$ cat config.mk
export PLATFORM = sky130hd
export DESIGN_NAME = lru_page_replacement_top
export DESIGN_NICKNAME = d
export VERILOG_FILES = /design/src/design/lrupr_pkg.sv /design/src/design/lrupr_stack.sv /design/src/design/lru_page_replacement_top.sv
export VERILOG_INCLUDE_DIRS = /design/src /design/src/design
export SDC_FILE = /design/constraint.sdc
export NUM_CORES = 1
export LEC_CHECK = 0
export ABC_AREA = 0
export BUFFER_PORTS_ARGS = -buffer_cell sky130_fd_sc_hd__buf_2
export CELL_PAD_IN_SITES_DETAIL_PLACEMENT = 1
export CELL_PAD_IN_SITES_GLOBAL_PLACEMENT = 1
export CORE_AREA = 2 2 174 176
export CTS_BUF_LIST = sky130_fd_sc_hd__clkbuf_2 sky130_fd_sc_hd__clkbuf_4 sky130_fd_sc_hd__clkbuf_8
export CTS_CLUSTER_SIZE = 30
export DETAILED_ROUTE_END_ITERATION = 8
export DIE_AREA = 0 0 176 178
export PLACE_DENSITY_LB_ADDON = 0.1
export SYNTH_ARGS = -nofsm -noshare
export SYNTH_HDL_FRONTEND = slang
export SYNTH_SLANG_ARGS = --single-unit
export TNS_END_PERCENT = 50
$ cat constraint.sdc
create_clock -name i_clk -period 5.9 [get_ports i_clk]
set_input_delay 0.885 -clock i_clk [delete_from_list [all_inputs] [get_ports i_clk]]
set_output_delay 0.885 -clock i_clk [all_outputs]
set_load 0.01 [all_outputs]
$ cat src/design/lru_page_replacement_top_defines.svh
// assertion helpers for the block's top module
`ifndef LRU_PAGE_REPLACEMENT_TOP_DEFINES_SVH
`define LRU_PAGE_REPLACEMENT_TOP_DEFINES_SVH

// same-cycle implication, checked out of reset
`define LRUPR_ASSERT_NOW(label, ante, cons) \
    label: assert property (@(posedge i_clk) disable iff (!i_rst_n) (ante) |-> (cons)) \
        else $error("lru page replacement check failed");

// next-cycle implication, checked out of reset
`define LRUPR_ASSERT_NEXT(label, ante, cons) \
    label: assert property (@(posedge i_clk) disable iff (!i_rst_n) (ante) |=> (cons)) \
        else $error("lru page replacement check failed");

`endif

$ cat src/design/lrupr_pkg.sv
package lrupr_pkg;

    localparam int MAX_FRAMES = 8;
    localparam int IDX_W      = (MAX_FRAMES > 1) ? $clog2(MAX_FRAMES) : 1;
    localparam int CNT_W      = $clog2(MAX_FRAMES + 1);
    localparam int PAGE_W     = 8;
    localparam int FAULT_W    = 16;
    localparam int FRAMES_W   = 4;
    localparam int OCC_W      = 4;

    localparam logic [FAULT_W-1:0]  FAULT_MAX    = '1;
    localparam logic [FRAMES_W-1:0] FRAMES_RESET = FRAMES_W'(8);

    typedef enum logic [1:0] {
        ST_IDLE,
        ST_SCAN,
        ST_SHIFT,
        ST_DONE
    } t_state;

    typedef struct packed {
        logic [IDX_W-1:0]  rd_addr;
        logic              wr_en;
        logic [IDX_W-1:0]  wr_addr;
        logic [PAGE_W-1:0] wr_data;
    } t_stk_ctrl;

endpackage

$ cat src/design/lrupr_stack.sv
module lrupr_stack
    import lrupr_pkg::*;
(
    input  logic              i_clk,
    input  t_stk_ctrl         i_ctrl,
    input  logic [PAGE_W-1:0] i_page,
    output logic [PAGE_W-1:0] o_rd_data,
    output logic              o_match
);

    // recency order: slot 0 least recent
    logic [PAGE_W-1:0] r_slot [MAX_FRAMES];

    always_ff @(posedge i_clk) begin
        if (i_ctrl.wr_en) begin
            r_slot[i_ctrl.wr_addr] <= i_ctrl.wr_data;
        end
    end

    assign o_rd_data = r_slot[i_ctrl.rd_addr];
    // the one comparator, reused once per scanned slot
    assign o_match   = (o_rd_data == i_page);

endmodule

$ cat src/design/lru_page_replacement_top.sv
// a reference goes from accept to result through scan, shift and done states:
// a scan visits one stack slot per cycle through the single comparator; on a hit or an
// eviction the stack then closes the gap one slot per cycle; the result is then registered.
// the next reference is taken once the result is loaded, which waits while the output stalls.
// reset (i_rst_n low, synchronous) empties the stack, clears the fault count and
// sets frames in use to 8; stack contents are not cleared.
`include "lru_page_replacement_top_defines.svh"

module lru_page_replacement_top
    import lrupr_pkg::*;
(
    input  logic                i_clk,
    input  logic                i_rst_n,
    input  logic                i_cfg_we,
    input  logic [FRAMES_W-1:0] i_cfg_wdata,
    input  logic                i_in_valid,
    output logic                o_in_stall,
    input  logic [PAGE_W-1:0]   i_page,
    input  logic                i_restart,
    output logic                o_out_valid,
    input  logic                i_out_stall,
    output logic                o_hit,
    output logic [FAULT_W-1:0]  o_fault_number,
    output logic                o_evicted_valid,
    output logic [PAGE_W-1:0]   o_evicted_page,
    output logic [OCC_W-1:0]    o_occupied
);

    t_state              r_state, n_state;
    logic [FRAMES_W-1:0] r_frames;
    logic [CNT_W-1:0]    r_occ, n_occ;
    logic [CNT_W-1:0]    r_idx, n_idx;
    logic [FAULT_W-1:0]  r_fault, n_fault;
    logic [PAGE_W-1:0]   r_page, n_page;
    logic [PAGE_W-1:0]   r_first, n_first;
    logic                r_hit, n_hit;
    logic                r_evict, n_evict;
    logic [FAULT_W-1:0]  r_fnum, n_fnum;

    logic                r_out_valid, n_out_valid;
    logic                r_out_hit, n_out_hit;
    logic [FAULT_W-1:0]  r_out_fnum, n_out_fnum;
    logic                r_out_evict, n_out_evict;
    logic [PAGE_W-1:0]   r_out_ev_page, n_out_ev_page;
    logic [CNT_W-1:0]    r_out_occ, n_out_occ;

    t_stk_ctrl           stk_ctrl;
    logic [PAGE_W-1:0]   stk_rd_data;
    logic                stk_match;
    logic [CNT_W-1:0]    lim;
    logic [CNT_W-1:0]    idx_p1;

    lrupr_stack u_stack (
        .i_clk     (i_clk),
        .i_ctrl    (stk_ctrl),
        .i_page    (r_page),
        .o_rd_data (stk_rd_data),
        .o_match   (stk_match)
    );

    always_comb begin
        if (r_frames == '0) begin
            lim = CNT_W'(1);
        end else if (int'(r_frames) > MAX_FRAMES) begin
            lim = CNT_W'(MAX_FRAMES);
        end else begin
            lim = CNT_W'(r_frames);
        end
    end

    assign idx_p1 = r_idx + CNT_W'(1);

    always_ff @(posedge i_clk) begin
        if (!i_rst_n) begin
            r_state     <= ST_IDLE;
            r_frames    <= FRAMES_RESET;
            r_occ       <= '0;
            r_fault     <= '0;
            r_out_valid <= 1'b0;
        end else begin
            r_state     <= n_state;
            r_occ       <= n_occ;
            r_fault     <= n_fault;
            r_out_valid <= n_out_valid;
            if (i_cfg_we) begin
                r_frames <= i_cfg_wdata;
            end
        end
    end

    always_ff @(posedge i_clk) begin
        r_idx         <= n_idx;
        r_page        <= n_page;
        r_first       <= n_first;
        r_hit         <= n_hit;
        r_evict       <= n_evict;
        r_fnum        <= n_fnum;
        r_out_hit     <= n_out_hit;
        r_out_fnum    <= n_out_fnum;
        r_out_evict   <= n_out_evict;
        r_out_ev_page <= n_out_ev_page;
        r_out_occ     <= n_out_occ;
    end

    always_comb begin
        n_state       = r_state;
        n_occ         = r_occ;
        n_idx         = r_idx;
        n_fault       = r_fault;
        n_page        = r_page;
        n_first       = r_first;
        n_hit         = r_hit;
        n_evict       = r_evict;
        n_fnum        = r_fnum;
        n_out_valid   = r_out_valid && i_out_stall;
        n_out_hit     = r_out_hit;
        n_out_fnum    = r_out_fnum;
        n_out_evict   = r_out_evict;
        n_out_ev_page = r_out_ev_page;
        n_out_occ     = r_out_occ;

        stk_ctrl.rd_addr = r_idx[IDX_W-1:0];
        stk_ctrl.wr_en   = 1'b0;
        stk_ctrl.wr_addr = r_idx[IDX_W-1:0];
        stk_ctrl.wr_data = stk_rd_data;

        case (r_state)
            ST_IDLE: begin
                if (i_in_valid) begin
                    n_page  = i_page;
                    n_idx   = '0;
                    n_hit   = 1'b0;
                    n_evict = 1'b0;
                    n_fnum  = '0;
                    if (i_restart) begin
                        n_occ   = '0;
                        n_fault = '0;
                    end
                    n_state = ST_SCAN;
                end
            end
            ST_SCAN: begin
                if (r_idx == '0) begin
                    n_first = stk_rd_data;
                end
                if (r_idx == r_occ) begin
                    // miss: count the fault, then append or evict
                    n_fnum = r_fault;
                    if (r_fault != FAULT_MAX) begin
                        n_fault = r_fault + FAULT_W'(1);
                    end
                    if (r_occ < lim) begin
                        stk_ctrl.wr_en   = 1'b1;
                        stk_ctrl.wr_addr = r_occ[IDX_W-1:0];
                        stk_ctrl.wr_data = r_page;
                        n_occ            = r_occ + CNT_W'(1);
                        n_state          = ST_DONE;
                    end else begin
                        n_evict = 1'b1;
                        n_idx   = '0;
                        n_state = ST_SHIFT;
                    end
                end else if (stk_match) begin
                    n_hit   = 1'b1;
                    n_state = ST_SHIFT;
                end else begin
                    n_idx = idx_p1;
                end
            end
            ST_SHIFT: begin
                if (idx_p1 < r_occ) begin
                    stk_ctrl.rd_addr = idx_p1[IDX_W-1:0];
                    stk_ctrl.wr_en   = 1'b1;
                    n_idx            = idx_p1;
                end else begin
                    // gap reached the top: page becomes most recent
                    stk_ctrl.wr_en   = 1'b1;
                    stk_ctrl.wr_data = r_page;
                    n_state          = ST_DONE;
                end
            end
            ST_DONE: begin
                if (!r_out_valid || !i_out_stall) begin
                    n_out_valid   = 1'b1;
                    n_out_hit     = r_hit;
                    n_out_fnum    = r_fnum;
                    n_out_evict   = r_evict;
                    n_out_ev_page = r_evict ? r_first : '0;
                    n_out_occ     = r_occ;
                    n_state       = ST_IDLE;
                end
            end
            default: begin
                n_state = ST_IDLE;
            end
        endcase
    end

    assign o_in_stall      = (r_state != ST_IDLE);
    assign o_out_valid     = r_out_valid;
    assign o_hit           = r_out_hit;
    assign o_fault_number  = r_out_fnum;
    assign o_evicted_valid = r_out_evict;
    assign o_evicted_page  = r_out_ev_page;
    assign o_occupied      = OCC_W'(r_out_occ);

    `LRUPR_ASSERT_NOW(a_occ_bound, 1'b1, int'(r_occ) <= MAX_FRAMES)
    `LRUPR_ASSERT_NOW(a_shift_nonempty, r_state == ST_SHIFT, r_occ != '0)
    `LRUPR_ASSERT_NOW(a_evict_is_miss, o_out_valid && o_evicted_valid, !o_hit)
    `LRUPR_ASSERT_NOW(a_hit_no_fnum, o_out_valid && o_hit, o_fault_number == '0)
    `LRUPR_ASSERT_NEXT(a_done_drains, r_state == ST_DONE && !r_out_valid, o_out_valid)

endmodule
=== Word level (Yosys, flattened, before mapping) ===
Memory sizes are Yosys's and may differ from the RTL's.
Cells that the tools add are included.

* Input port bits: 18
* Logic and storage cells: 110
* RAM bits: 64
* Flip-flop bits (word level): 95
* Memories: 1

{| class="wikitable"
|+ Memory list
! memory !! words !! bits a word !! rd ports !! clocked after memory_dff !! wr ports !! line !! text
|-
| u_stack.r_slot || 8 || 8 || 1 || 0 || 1 || lrupr_stack.sv:12 || <nowiki>logic [PAGE_W-1:0] r_slot [MAX_FRAMES];</nowiki>
|}

* Muxes and demuxes: 47
* Add/subtract/negate cells: 3
* Reduce and logical (&&, ||, !) cells: 20
* Equality and inequality tests: 20
* Magnitude comparators: 3

{| class="wikitable"
|+ Operator list
! operator !! number
|-
| 2-to-1 mux 16 bit || 6
|-
| case mux 16 bit (2 select lines) || 2
|-
| 2-to-1 mux 4 bit || 11
|-
| 2-to-1 mux 12 bit || 2
|-
| != test 2 bit, second input constant || 11
|-
| adder 16 x 1 -> 16 bit, second input constant || 1
|-
| != test 16 bit, second input constant || 1
|-
| case mux 8 bit (2 select lines) || 1
|-
| AND reduction 5 bit || 3
|-
| case mux 4 bit (3 select lines) || 1
|-
| AND reduction 4 bit || 3
|-
| 2-to-1 mux 1 bit || 10
|-
| 2-to-1 mux 2 bit || 5
|-
| 2-to-1 mux 3 bit || 3
|-
| != test 3 bit, second input constant || 3
|-
| adder 4 x 1 -> 4 bit, second input constant || 2
|-
| == test 8 bit || 1
|-
| zero test 4 bit || 2
|-
| less-than comparator 4 bit || 2
|-
| 2-to-1 mux 8 bit || 1
|-
| case mux 2 bit (4 select lines) || 1
|-
| case mux 4 bit (2 select lines) || 1
|-
| case mux 1 bit (2 select lines) || 3
|-
| AND reduction 2 bit || 3
|-
| 11 further kinds || 14
|}

=== Longest topological paths before layout ===
An unclocked memory read counts as a cell.

* Word-level depth: 10
* Mapped depth: 16
* Gate-level depth less buffers: 12

=== By module ===
From an unflattened synthesis, not the netlist that was laid out.

* Cells, all modules: 488
* Area total of the unflattened synthesis: 6,819.0 µm²

{| class="wikitable"
|+ By module, submodules not included
! module !! instances !! seq. area each (µm²) !! cells an instance !! area each (µm²)
|-
| lru_page_replacement_top || 1 || 2,582.5 || 344 || 4,181.5
|-
| lrupr_stack || 1 || 1,921.8 || 144 || 2,637.5
|}

=== Worst setup path after synthesis ===
Ideal clock, no wire load.

* Path type: register to register
* From: reg r_idx[0]
* To: reg r_idx[0], enable pin
* Period minus slack after synthesis: 4.117 ns
* Library setup time: 0.373 ns
* Cell stages (with the launch flop): 17
* Setup slack: 1.783 ns
* Buffers on the path: 4
* Arrival: 3.744 ns
* Path through: edfxtp_1 -> buf_6 -> buf_6 -> buf_2 -> inv_1 -> ha_1 -> ha_1 -> nor2b_4 -> o31a_1 -> or3_1 -> and2_4 -> buf_6 -> mux2_4 -> xor2_1 -> nand2_1 -> nor2_1 -> a2111oi_2

* Cells in the longest elaborated chain, start to end: 8
* Elaborated cells on any way between the ends: 11

{| class="wikitable"
|+ RTL lines
! what !! line !! text
|-
| start: declaration || lru_page_replacement_top.sv:32 || <nowiki>logic [CNT_W-1:0] r_idx, n_idx;</nowiki>
|-
| start signal: assignment || lru_page_replacement_top.sv:92 || <nowiki>r_idx <= n_idx;</nowiki>
|-
| adder 4 x 1 -> 4 bit || lru_page_replacement_top.sv:71 || <nowiki>assign idx_p1 = r_idx + CNT_W'(1);</nowiki>
|-
| less-than comparator 4 bit || lru_page_replacement_top.sv:171 || <nowiki>if (idx_p1 < r_occ) begin</nowiki>
|-
| 2-to-1 mux 3 bit || lru_page_replacement_top.sv:171 ||
|-
| 2-to-1 mux 3 bit || lru_page_replacement_top.sv:127 || <nowiki>case (r_state)</nowiki>
|-
| memory read (8 x 8 bit) || - ||
|-
| == test 8 bit || lrupr_stack.sv:22 || <nowiki>assign o_match = (o_rd_data == i_page);</nowiki>
|-
| != test 3 bit (no source line) || - ||
|-
| AND reduction 5 bit (no source line) (*) || - ||
|}

Mark *: on every way between the ends. The rest lies on a longest branch, timed or not.
A chain may end at the register's enable or synchronous reset.

=== Worst setup path after layout ===
* From: reg r_idx[0]
* To: reg r_idx[3], enable pin

Same word-level chain as after synthesis.

==> flow_results.org <==
** Run status
- The flow ran to the end, and the final reports show no timing, DRC or antenna violations.

** Yosys
- Summing the sequential cell areas from Yosys gives around 62% of the chip area.
- Number of enable-type register cells in the synthesized netlist :: 132
- Post-synthesis cell type with the largest combined area :: sky130_fd_sc_hd__edfxtp_1
- Synthesized cell area :: approximately 0.0073 mm²
- Post-Syn Instances :: 506
- Number of synthesized register bits :: 159
- Post-synth ARST share :: 0%
- Cells taking the most area after synthesis :: sky130_fd_sc_hd__edfxtp_1 54%, sky130_fd_sc_hd__mux4_2 9.6%, sky130_fd_sc_hd__dfxtp_1 7.4%
- Dominant register cell in the synthesized netlist :: sky130_fd_sc_hd__edfxtp_1
- Mean instance size in the synthesized netlist :: around 14 µm²
- After synthesis, the netlist uses 53 different library cells.
- The number of nets in the synthesized netlist is 539.
- During synthesis, Yosys emitted a total of 0 warnings.
- Share of the synthesized area in the top cell type :: a little over half

** Floorplanning
- Placeable core region :: approximately 0.029 mm²
- Initial Utilization :: between 20% and 30%
- DIE AREA :: 0.03133 mm²
- After floorplanning, the core was divided into 63 placement rows.
- Horizontal extent of the die :: approximately 180 µm
- Top Ports :: 50
- The die is roughly 180 µm tall.

** Place
- Hpwl dp :: 13.19 mm
- IO buf count :: 49
- Placer's final routability congestion estimate :: roughly 0.75
- Total cell area at the placement stage :: 0.007980 mm²

** Finish
- Layout cells sized above 1 :: 24.56%
- Layout net count :: 594
- Leaving out fill and tap cells, the most frequent cells in the layout are 132 x sky130_fd_sc_hd__edfxtp_1, 49 x sky130_fd_sc_hd__buf_2, 46 x sky130_fd_sc_hd__nor2_1.
- Antenna diode instance count :: 0
- The library cell used most frequently in the layout, excluding fill and tap cells, is sky130_fd_sc_hd__edfxtp_1.
- From synthesis to final layout, the design area changed by 15.25%.
- Combined flip-flop and latch cell area :: 0.004504 mm²
- Summing all multi-input logic gate instances after layout gives roughly 0.0026 mm².
- After routing the design area is 0.008406 mm².
- Fill cells :: between 3k and 4k

** Drt
- Residual DRC :: 0
- Drt first pass iters :: 4
- For this block, the routed nets add up to approximately 18 mm of wire.
- Average wire length per cell after detail routing :: 18.38 µm
- The count of nets left with antenna violations once routing finished came out at 0.
- Via count :: 4275
- After detailed routing, the number of vias per cell comes to approximately 4.4.
- The first routing iteration left approximately 230 violations.

** Worst setup path
- Worst Path Arrival :: 4.50 ns
- Along the worst path, the maximum fanout reaches 15.
- CP endpoint kind :: flip-flop
- The critical path is of the reg2reg type.
- For this design, the slowest cell found on the critical path is sky130_fd_sc_hd__edfxtp_1.
- The worst setup path is launched from a flip-flop.
- STA puts the critical path data required time at between 5 and 6 ns.
- Peak per-stage delay on the critical path :: about 0.82 ns
- Series of cell instances along the critical path :: inv_1, ha_1, ha_1, nor2b_4, o31ai_4, nand2_2, mux2_2, xor2_1, nor4_2, a21oi_2, nor2_1, a2111oi_2
- The worst register-to-register path has a depth of 12.
- Cell repeated most along the worst path :: sky130_fd_sc_hd__ha_1

** Clocking
- Hold-fix buffer count after cts :: 0
- The tree built by TritonCTS fans out to between 150 and 200 sinks.
- Number of buffers created by CTS :: 17
- Once the clock tree was built, the setup fixing pass inserted 0 buffers.
- After clock tree synthesis, the clock-pin slew on the worst setup and hold paths is around 0.1 ns.
- The clock passes through at most 2 buffers.
- The clock tree synthesis step divided the H-tree into 4 levels.
- Root Buffer :: sky130_fd_sc_hd__clkbuf_8
- CTS tree :: done
- The later pin in the worst-skew pair is clocked with a latency of roughly 0.46 ns.
- In this run, post-CTS repair resized a total of 0 instances.

** Power
- Part of the total power dissipated in sequential elements :: 41.7%
- Of the total power, combinational logic draws around 38%.
- Share of total power in the clock network :: 20.4%
- Net switching power figure :: about 1.6 mW
- IR analysis of the VDD net gives a maximum drop of about 0.00015 V.
- Switching Share :: 37.94%
- Total power for the finished layout comes to between 4 and 5 mW.
- PwrDens :: 496.7 mW/mm²
- Internal power comes to roughly 2.6 mW.
- Leak Pwr :: around 2.9 nW

** STA
- Setup TNS Final :: 0 ns
- Unrepaired setup endpoints after global routing :: no
- Transition time at the pin with the least slew margin :: about 1.1 ns
- Portion of the clock cycle consumed by the worst path in the final layout :: 74.82%
- The max-slew violation count is 0.
- Fmax :: roughly 230 MHz
- Headroom to the max-slew limit came out at about 25%.
- The hold violation total from the final report was 0.
- Hold is met by around 0.43 ns.
- Min Clock Period, post-route :: around 4.4 ns
- Count of endpoints failing setup in the final report :: 0
- Clock Skews :: between 0.02 and 0.025 ns

** Global routing
- Pin count of the biggest net entering global routing :: 31
- Via count of the first global-routing pass :: approximately 4.6k
- Global route total overflow :: 0
- Global-route wire length before repair :: ~27 mm
- Global Route Usage Sum :: about an eighth
- Antenna violations before repair :: 0

** Worst hold path
- The tightest min-delay check is of the reg2reg type.
- The worst hold path passes through 0 cells.

** Flow run
- Across the run, the number of max-cap violations was 0.
-- synthesized netlist by cell type (all sizes together) (13+ instances only) --
cell type  count
and2          29
dfxtp         27
edfxtp       132
ha            15
inv           16
mux2i         13
mux4          31
nand2         28
nand3         13
nor2          46
o21ai         18
xor2          23
-- through the flow --
| stage | utilization (%) | instances | setup WS, ns |
|---|---|---|---|
| 2_1_floorplan | - | 506 | 1.783 |
| 3_3_place_gp | 27.14 | 932 | 1.569 |
| 3_5_place_dp | 27.14 | 932 | 1.441 |
| 4_1_cts | 28.59 | 964 | 1.408 |
| 5_1_grt | 28.59 | 964 | 1.211 |
| 6_report | 28.59 | 964 | 1.486 |
-- final timing paths --
check / startpoint / to / slack [ns]
max reg2reg: r_idx[0]$_DFFE_PP_ / r_idx[3]$_DFFE_PP_ / 1.49
min reg2reg: r_fnum[0]$_SDFFCE_PN0P_ / o_fault_number[0]$_DFFE_PP_ / 0.43
min: r_fnum[0]$_SDFFCE_PN0P_ / o_fault_number[0]$_DFFE_PP_ / 0.43
max: r_idx[0]$_DFFE_PP_ / r_idx[3]$_DFFE_PP_ / 1.49
-- per-layer routing --
metal / global-route usage [%] / up-vias / routed length (µm)
met5: 0 / - / 0
met4: 5.475 / 0 / 523
met3: 2.366 / 24 / 446
met2: 19.65 / 71 / 8566
met1: 15.06 / 2172 / 8184
li1: - / 2008 / -
-- power groups by stage --
stage	registers (mW)	clock network, mW	logic (mW)
5_1_grt	1.77	0.935	1.75
3_5_place_dp	1.77	0	1.60
3_3_place_gp	1.77	0	1.60
6_report	1.74	0.851	1.58
2_1_floorplan	1.71	0	1.18
4_1_cts	1.75	0.887	1.61
-- sequential cells by signal, indices dropped and copies added, names as in the netlist, 2 cells and up --
| register | flops |
|---|---|
| o_evicted_page | 8 |
| o_fault_number | 16 |
| o_occupied | 4 |
| r_fault | 16 |
| r_first | 8 |
| r_fnum | 16 |
| r_frames | 4 |
| r_idx | 4 |
| r_occ | 4 |
| r_page | 8 |
| r_state | 2 |
| u_stack.r_slot | 64 |
-- cell type report --
type | count | area share, %
Sequential cell | 159 | 53.59
Multi-Input combinational cell | 311 | 31.29
Tap cell | 390 | 5.805
Timing Repair Buffer | 56 | 3.543
Clock buffer | 17 | 2.784
Clock inverter | 15 | 2.277
Inverter | 16 | 0.7145
-- critical path: cells and delay by family, from the launching register on --
family | cells | cell delay (ns)
AOI/OAI and AO/OA | 3 | 1.21
DFF | 1 | 0.82
adders and majority gates | 2 | 0.64
and+or+nand+nor | 4 | 0.64
muxes | 1 | 0.39
xor gates and xnor gates | 1 | 0.18
buffers and inverters | 1 | 0.16
-- cell families (layout without fill, tap and decap cells) --
logic type	after synthesis	after routing	synth area share [%]
compound gates	58	58	5.695
xor+xnor	30	30	3.603
fa+ha+maj	15	15	2.573
buf+inv	36	104	2.470
flops	159	159	61.76
mux	54	54	13.06
simple gates	154	154	10.84
Power figures use the tool's default switching activity.
